[src/rtl/sust_pkg.sv]
// ----------------------------------------------------------------------------
// sust_pkg: shared types and constants for the sorted unique set table
// Capacity, field widths, action codes and the controller command struct.
// ----------------------------------------------------------------------------
package sust_pkg;

    localparam int CAPACITY  = 16;
    localparam int CNT_W     = $clog2(CAPACITY + 1);
    localparam int ACT_W     = 2;
    localparam int VAL_W     = 32;
    localparam int OUT_CNT_W = 5;

    localparam logic [ACT_W-1:0] ACT_INSERT = 2'd0;
    localparam logic [ACT_W-1:0] ACT_REMOVE = 2'd1;
    localparam logic [ACT_W-1:0] ACT_LOOKUP = 2'd2;

    // controller -> datapath
    typedef struct packed {
        logic capture;   // latch item and register compare vectors
        logic commit;    // apply shift, update count, load result
    } cmd_t;

endpackage

[src/rtl/sorted_unique_set_table_top.sv]
// ----------------------------------------------------------------------------
// sorted_unique_set_table_top: sorted set of distinct signed 32-bit keys
// Fixed store of sust_pkg::CAPACITY entries kept ascending in registers.
// The key is compared at accept and the result register is loaded at commit,
//   in the update state; the commit waits while a held result is not taken.
// One item at a time: the shift must land before the next compare, so the
//   input stays closed during the update state.
// Output backpressure stalls only the commit; a result may wait while the
//   next item is accepted. Reset (async, rst_n low) empties the set.
// ----------------------------------------------------------------------------
module sorted_unique_set_table_top
(
    input  logic                                  clk,
    input  logic                                  rst_n,
    // request channel
    input  logic                                  in_valid,
    output logic                                  in_ready,
    input  logic        [sust_pkg::ACT_W-1:0]     action,
    input  logic signed [sust_pkg::VAL_W-1:0]     value,
    // result channel
    output logic                                  out_valid,
    input  logic                                  out_ready,
    output logic                                  hit,
    output logic                                  status,
    output logic        [sust_pkg::OUT_CNT_W-1:0] count
);

    // command bundle from sequencer to datapath:
    //   capture - item accepted, key compared against all held entries
    //   commit  - parallel shift applied, result register loaded
    sust_pkg::cmd_t cmd;

    sust_ctrl u_ctrl
    (
        .clk       (clk),
        .rst_n     (rst_n),
        .in_valid  (in_valid),
        .in_ready  (in_ready),
        .out_valid (out_valid),
        .out_ready (out_ready),
        .cmd       (cmd)
    );

    // the datapath holds the entry array, count, and the result register
    sust_dp u_dp
    (
        .clk    (clk),
        .rst_n  (rst_n),
        .cmd    (cmd),
        .action (action),
        .value  (value),
        .hit    (hit),
        .status (status),
        .count  (count)
    );

endmodule

[src/rtl/sust_ctrl.sv]
// ----------------------------------------------------------------------------
// sust_ctrl: request sequencer
// Two-state machine: accept/compare, then commit into the result register.
// ----------------------------------------------------------------------------
module sust_ctrl
(
    input  logic            clk,
    input  logic            rst_n,
    input  logic            in_valid,
    output logic            in_ready,
    output logic            out_valid,
    input  logic            out_ready,
    output sust_pkg::cmd_t  cmd
);

    typedef enum logic {
        S_IDLE,
        S_UPDATE
    } state_t;

    state_t state_reg;
    state_t state_next;
    logic   out_valid_reg;
    logic   out_valid_next;
    logic   slot_free;

    assign in_ready  = (state_reg == S_IDLE);
    assign out_valid = out_valid_reg;
    assign slot_free = !out_valid_reg || out_ready;

    assign cmd.capture = in_valid && (state_reg == S_IDLE);
    assign cmd.commit  = (state_reg == S_UPDATE) && slot_free;

    always_comb
    begin
        state_next     = state_reg;
        out_valid_next = out_valid_reg && !out_ready;
        unique case (state_reg)
            S_IDLE:
            begin
                if (in_valid)
                begin
                    state_next = S_UPDATE;
                end
            end
            S_UPDATE:
            begin
                if (slot_free)
                begin
                    state_next     = S_IDLE;
                    out_valid_next = 1'b1;
                end
            end
            default:
            begin
                state_next = S_IDLE;
            end
        endcase
    end

    always_ff @(posedge clk or negedge rst_n)
    begin
        if (!rst_n)
        begin
            state_reg     <= S_IDLE;
            out_valid_reg <= 1'b0;
        end
        else
        begin
            state_reg     <= state_next;
            out_valid_reg <= out_valid_next;
        end
    end

    // a new result only appears out of the update state
    a_result_from_update: assert property (@(posedge clk) disable iff (!rst_n)
        $rose(out_valid_reg) |-> $past(state_reg == S_UPDATE))
        else $error("result raised outside update");

    // one item at a time: accept blocks the input for the next cycle
    a_no_overlap: assert property (@(posedge clk) disable iff (!rst_n)
        cmd.capture |=> !in_ready)
        else $error("input accepted while busy");

    // commit never overwrites a result still waiting
    a_commit_safe: assert property (@(posedge clk) disable iff (!rst_n)
        cmd.commit |-> (!out_valid_reg || out_ready))
        else $error("commit over pending result");

endmodule

[src/rtl/sust_dp.sv]
// ----------------------------------------------------------------------------
// sust_dp: register-array datapath
// Parallel compare of the key against every held entry, then a parallel
// shift for insert/remove and the result register.
// ----------------------------------------------------------------------------
module sust_dp
(
    input  logic                                 clk,
    input  logic                                 rst_n,
    input  sust_pkg::cmd_t                       cmd,
    input  logic        [sust_pkg::ACT_W-1:0]    action,
    input  logic signed [sust_pkg::VAL_W-1:0]    value,
    output logic                                 hit,
    output logic                                 status,
    output logic        [sust_pkg::OUT_CNT_W-1:0] count
);

    logic signed [sust_pkg::VAL_W-1:0] entries_reg [sust_pkg::CAPACITY];
    logic signed [sust_pkg::VAL_W-1:0] key_reg;
    logic        [sust_pkg::ACT_W-1:0] act_reg;
    logic        [sust_pkg::CAPACITY-1:0] lt_reg;
    logic        [sust_pkg::CAPACITY-1:0] eq_reg;
    logic        [sust_pkg::CAPACITY-1:0] lt_next;
    logic        [sust_pkg::CAPACITY-1:0] eq_next;
    logic        [sust_pkg::CNT_W-1:0]    size_reg;
    logic        [sust_pkg::CNT_W-1:0]    size_next;
    logic                                 hit_reg;
    logic                                 status_reg;
    logic        [sust_pkg::OUT_CNT_W-1:0] count_reg;
    logic                                 found;
    logic                                 full;
    logic                                 do_ins;
    logic                                 do_rem;

    // compare on the incoming key, masked to the occupied region
    always_comb
    begin
        for (int i = 0; i < sust_pkg::CAPACITY; i++)
        begin
            lt_next[i] = (sust_pkg::CNT_W'(i) < size_reg) && (entries_reg[i] < value);
            eq_next[i] = (sust_pkg::CNT_W'(i) < size_reg) && (entries_reg[i] == value);
        end
    end

    assign found  = |eq_reg;
    assign full   = (size_reg == sust_pkg::CNT_W'(sust_pkg::CAPACITY));
    assign do_ins = (act_reg == sust_pkg::ACT_INSERT) && !found && !full;
    assign do_rem = (act_reg == sust_pkg::ACT_REMOVE) && found;

    always_comb
    begin
        size_next = size_reg;
        if (do_ins)
        begin
            size_next = size_reg + 1'b1;
        end
        else if (do_rem)
        begin
            size_next = size_reg - 1'b1;
        end
    end

    always_ff @(posedge clk or negedge rst_n)
    begin
        if (!rst_n)
        begin
            size_reg <= '0;
            lt_reg   <= '0;
            eq_reg   <= '0;
        end
        else
        begin
            if (cmd.capture)
            begin
                lt_reg <= lt_next;
                eq_reg <= eq_next;
            end
            if (cmd.commit)
            begin
                size_reg <= size_next;
            end
        end
    end

    always_ff @(posedge clk)
    begin
        if (cmd.capture)
        begin
            key_reg <= value;
            act_reg <= action;
        end
        if (cmd.commit)
        begin
            hit_reg    <= found;
            status_reg <= (act_reg == sust_pkg::ACT_INSERT) && !found && full;
            count_reg  <= sust_pkg::OUT_CNT_W'(size_next);
        end
    end

    // lt_reg is a thermometer: entries below the slot keep their place
    always_ff @(posedge clk)
    begin
        for (int i = 0; i < sust_pkg::CAPACITY; i++)
        begin
            if (cmd.commit && do_ins && !lt_reg[i])
            begin
                if (i == 0)
                begin
                    entries_reg[i] <= key_reg;
                end
                else if (lt_reg[(i == 0) ? 0 : i - 1])
                begin
                    entries_reg[i] <= key_reg;
                end
                else
                begin
                    entries_reg[i] <= entries_reg[(i == 0) ? 0 : i - 1];
                end
            end
            else if (cmd.commit && do_rem && !lt_reg[i] && (i < sust_pkg::CAPACITY - 1))
            begin
                entries_reg[i] <=
                    entries_reg[(i < sust_pkg::CAPACITY - 1) ? i + 1 : i];
            end
        end
    end

    assign hit    = hit_reg;
    assign status = status_reg;
    assign count  = count_reg;

    a_size_bound: assert property (@(posedge clk) disable iff (!rst_n)
        size_reg <= sust_pkg::CNT_W'(sust_pkg::CAPACITY))
        else $error("size over capacity");

    // sorted store: less-than vector is contiguous from the bottom
    a_lt_thermo: assert property (@(posedge clk) disable iff (!rst_n)
        ((lt_reg + 1'b1) & lt_reg) == '0)
        else $error("store not sorted");

    a_eq_single: assert property (@(posedge clk) disable iff (!rst_n)
        $onehot0(eq_reg))
        else $error("duplicate key in store");

endmodule
[config.mk]
export PLATFORM = sky130hd
export DESIGN_NAME = sorted_unique_set_table_top
export DESIGN_NICKNAME = d
export VERILOG_FILES = /design/src/rtl/sust_pkg.sv /design/src/rtl/sorted_unique_set_table_top.sv /design/src/rtl/sust_ctrl.sv /design/src/rtl/sust_dp.sv
export SDC_FILE = /design/constraint.sdc
export NUM_CORES = 2
export LEC_CHECK = 0
export BUFFER_PORTS_ARGS = -buffer_cell sky130_fd_sc_hd__buf_2
export CAP_MARGIN = 40
export CORE_ASPECT_RATIO = 0.5
export CORE_MARGIN = 1.5
export CORE_UTILIZATION = 45
export DETAILED_ROUTE_END_ITERATION = 12
export HOLD_SLACK_MARGIN = 0.15
export PLACE_DENSITY = 0.67
export REMOVE_ABC_BUFFERS = 1
export SYNTH_ARGS = -nofsm -noshare
export SYNTH_HDL_FRONTEND = slang
export SYNTH_SLANG_ARGS = --single-unit
[constraint.sdc]
create_clock -name clk -period 6.2 [get_ports clk]
set_clock_uncertainty 0.05 [all_clocks]
set_input_delay 0.62 -clock clk [delete_from_list [all_inputs] [get_ports clk]]
set_output_delay 0.62 -clock clk [all_outputs]
set_load 0.01 [all_outputs]
==> results.json <==
{
  "status": "finished clean",
  "vias_per_cell": 6.10,
  "dp_hpwl_um": 83500,
  "nets": 4362,
  "synth.distinct_cells": 65,
  "clk_pin_slew_ps": 70,
  "cts_tree": "built",
  "hold_path_end": "u_ctrl.out_valid",
  "rsz0062_at_grt": "no",
  "yosysSeqAreaShare_pct": 43.8,
  "fill_cells": 7774,
  "io_pins": 47,
  "period_minus_slack_ps": 3550,
  "synth_area_um2": 40100,
  "synth.top_cell.area_share_pct": 41.4,
  "synth_xor_area_share_pct": 0.175,
  "postRouteAntennaNets": 0,
  "layout_commonest_cell": "nand2_1",
  "io_buffers": 46,
  "die_w_um": 425,
  "synth_compound_area_share_pct": 12.1,
  "cts.htree.levels": 2,
  "mostFrequentLayoutCells": "nand2_1, edfxtp_1, ha_1",
  "grt_max_degree": 65,
  "synth_fa_ha_area_share_pct": 16.1,
  "synth_top_cell_by_area": "edfxtp_1",
  "tightest_slew_ps": 909,
  "antenna_found_initial": 1,
  "grt_pass1_wl_um": 174000,
  "hp-class": "input pin to register",
  "dp.cells": 4897,
  "n_antenna_cell": 0,
  "rows": 77,
  "setup_viol": 0,
  "fin_cells": 5041,
  "period_share_pct": 57.2,
  "yosys_warnings": 0,
  "grt_pass1_vias": 30800,
  "areaGrowthSynthToFinish_pct": 10.4,
  "timing.rr.end": "u_dp.entries_reg[1][206]",
  "routed_wl_um": 110000,
  "finalSetupTns_ps": 0,
  "worstSetupPathType": "register to register",
  "synth_mux_area_share_pct": 13.0,
  "grt_usage_pct": 24.0,
  "drc_errors": 0,
  "clk_path_buf_depth": 3,
  "cp.required_ps": 6520,
  "vias": 30800,
  "drtIter0Drc": 3189,
  "ys_ff_latch": 592,
  "insertion_delay_ps": 660,
  "powerDensity_nw_per_um2": 294,
  "finalWorstSetupSlack_ps": 2650,
  "hold_violations": 0,
  "syn_avg_cell_area_um2": 10.6,
  "cts_root_buf": "clkbuf_16",
  "cap_violations": 0,
  "relSlewSlack_pct": 38.6,
  "drive_gt1_share_pct": 8.56,
  "start_util_pct": 45.4,
  "start_kind": "register",
  "synth_top_family_by_area": "adder cells",
  "synth.area.top_cells": "edfxtp_1, ha_1, mux2i_1",
  "max_freq_mhz": 282,
  "worstPathArrival_ps": 3870,
  "path_max_fanout": 17,
  "r2r-start": "u_dp.size_reg[1]",
  "slew_viol_final": 0,
  "pre_cts_ws_ps": 2520,
  "cellLeakagePower_nw": 16.8,
  "reg2reg_slack_ps": 2650,
  "firstDrtPassIters": 6,
  "numCtsBuffers": 58,
  "largest_reg_flops": 512,
  "hold_slack_ps": 188,
  "routabilityCongestion": 0.892,
  "end_kind": "register",
  "core_area_um2": 88300,
  "total_power_mw": 13.0,
  "reg2reg_depth": 8,
  "peakVddDrop_mv": 0.214,
  "dieHeight_um": 214,
  "numClockSinks": 592,
  "die-area_um2": 91100,
  "gr-total-overflow": 0,
  "post_cts_buffers": 0,
  "synth_edf_count": 553,
  "yosys.area_share.simple_pct": 11.7,
  "min_from": "out_ready",
  "synth_flop_cell": "edfxtp_1",
  "drt-wirelength-per-cell_um": 21.8,
  "syn_inst": 3772,
  "min_path_cells": 3,
  "ys_async_sr_fraction_pct": 6.59
}
-- cell usage after synthesis (8+ instances only) --
master / number
o21ai_0: 137
nand4_1: 113
a221oi_1: 15
a2111o_1: 11
nor3_1: 32
dfrtp_1: 39
or4_1: 19
a22o_1: 10
a211oi_1: 11
and4_1: 10
mux2i_1: 448
nand2_1: 569
buf_2: 21
nor4_1: 15
o211ai_1: 20
mux2_2: 64
ha_1: 516
a211o_1: 11
o21ai_1: 335
nor2_1: 127
inv_1: 72
nor3_4: 8
nor2b_1: 14
edfxtp_1: 553
buf_4: 16
a32oi_1: 9
a21oi_1: 249
a21o_1: 22
buf_6: 19
nand3_1: 67
clkbuf_1: 123
-- how the worst max path moves through the flow --
stage | start | end | slack (ps)
final | u_dp.size_reg[1] | u_dp.entries_reg[1][206] | 2650
after detailed placement | out_ready | u_dp.entries_reg[1][207] | 2520
after global placement | out_ready | u_dp.entries_reg[1][176] | 2310
after CTS | u_dp.size_reg[1] | u_dp.entries_reg[1][207] | 2680
after floorplan | out_ready | u_dp.entries_reg[0][127] | 1930
after global routing | u_dp.size_reg[1] | u_dp.entries_reg[1][20] | 2440
-- metrics by stage --
stage	area, µm²	utilization (%)
2_1_floorplan	39100	-
3_3_place_gp	41500	47.0
3_5_place_dp	42100	47.7
4_1_cts	44300	50.2
5_1_grt	44300	50.2
6_report	44300	50.2
-- worst max-delay path, stage by stage (launching register included) --
cell and delay (ps):
dfrtp_1 550, inv_1 190, ha_1 250, a311oi_2 400, nand3_4 380, or3_2 870
buf_12 290, mux2i_1 170, o21ai_0 100
-- cell type report --
cell class	count	area, µm²	area share (%)
Clock inverter	21	144	0.325
Inverter	72	270	0.610
Tap cell	1185	1480	3.35
Timing Repair Buffer	164	1650	3.72
Sequential cell	592	17600	39.7
Clock buffer	87	1670	3.78
Multi-Input combinational cell	2920	21500	48.6
-- metal layers --
layer	wire [µm]	GRT usage [%]
met4	2350	6.14
met5	19	0
met2	48800	37.3
met3	6800	2.85
met1	51800	35.3
-- report_power, final --
group	total [mW]	switching [mW]	internal, mW
Combinational	3.47	2.02	1.45
Clock	3.57	1.63	1.94
Sequential	5.99	0.746	5.24
Total	13.0	4.40	8.63
-- timing repair --
action	4_1_cts	5_1_grt
endpoints found under the hold margin	73	0
resized for setup	0	0
hold buffers	35	0
setup endpoints to repair	0	0
-- kinds of logic after synthesis --
kind of cell,after synthesis
AOI/OAI and AO/OA,871
xor gates and xnor gates,8
adders and majority gates,516
buffers and inverters,260
DFF,592
muxes,512
and+or+nand+nor,1013
Power figures use the tool's default switching activity.
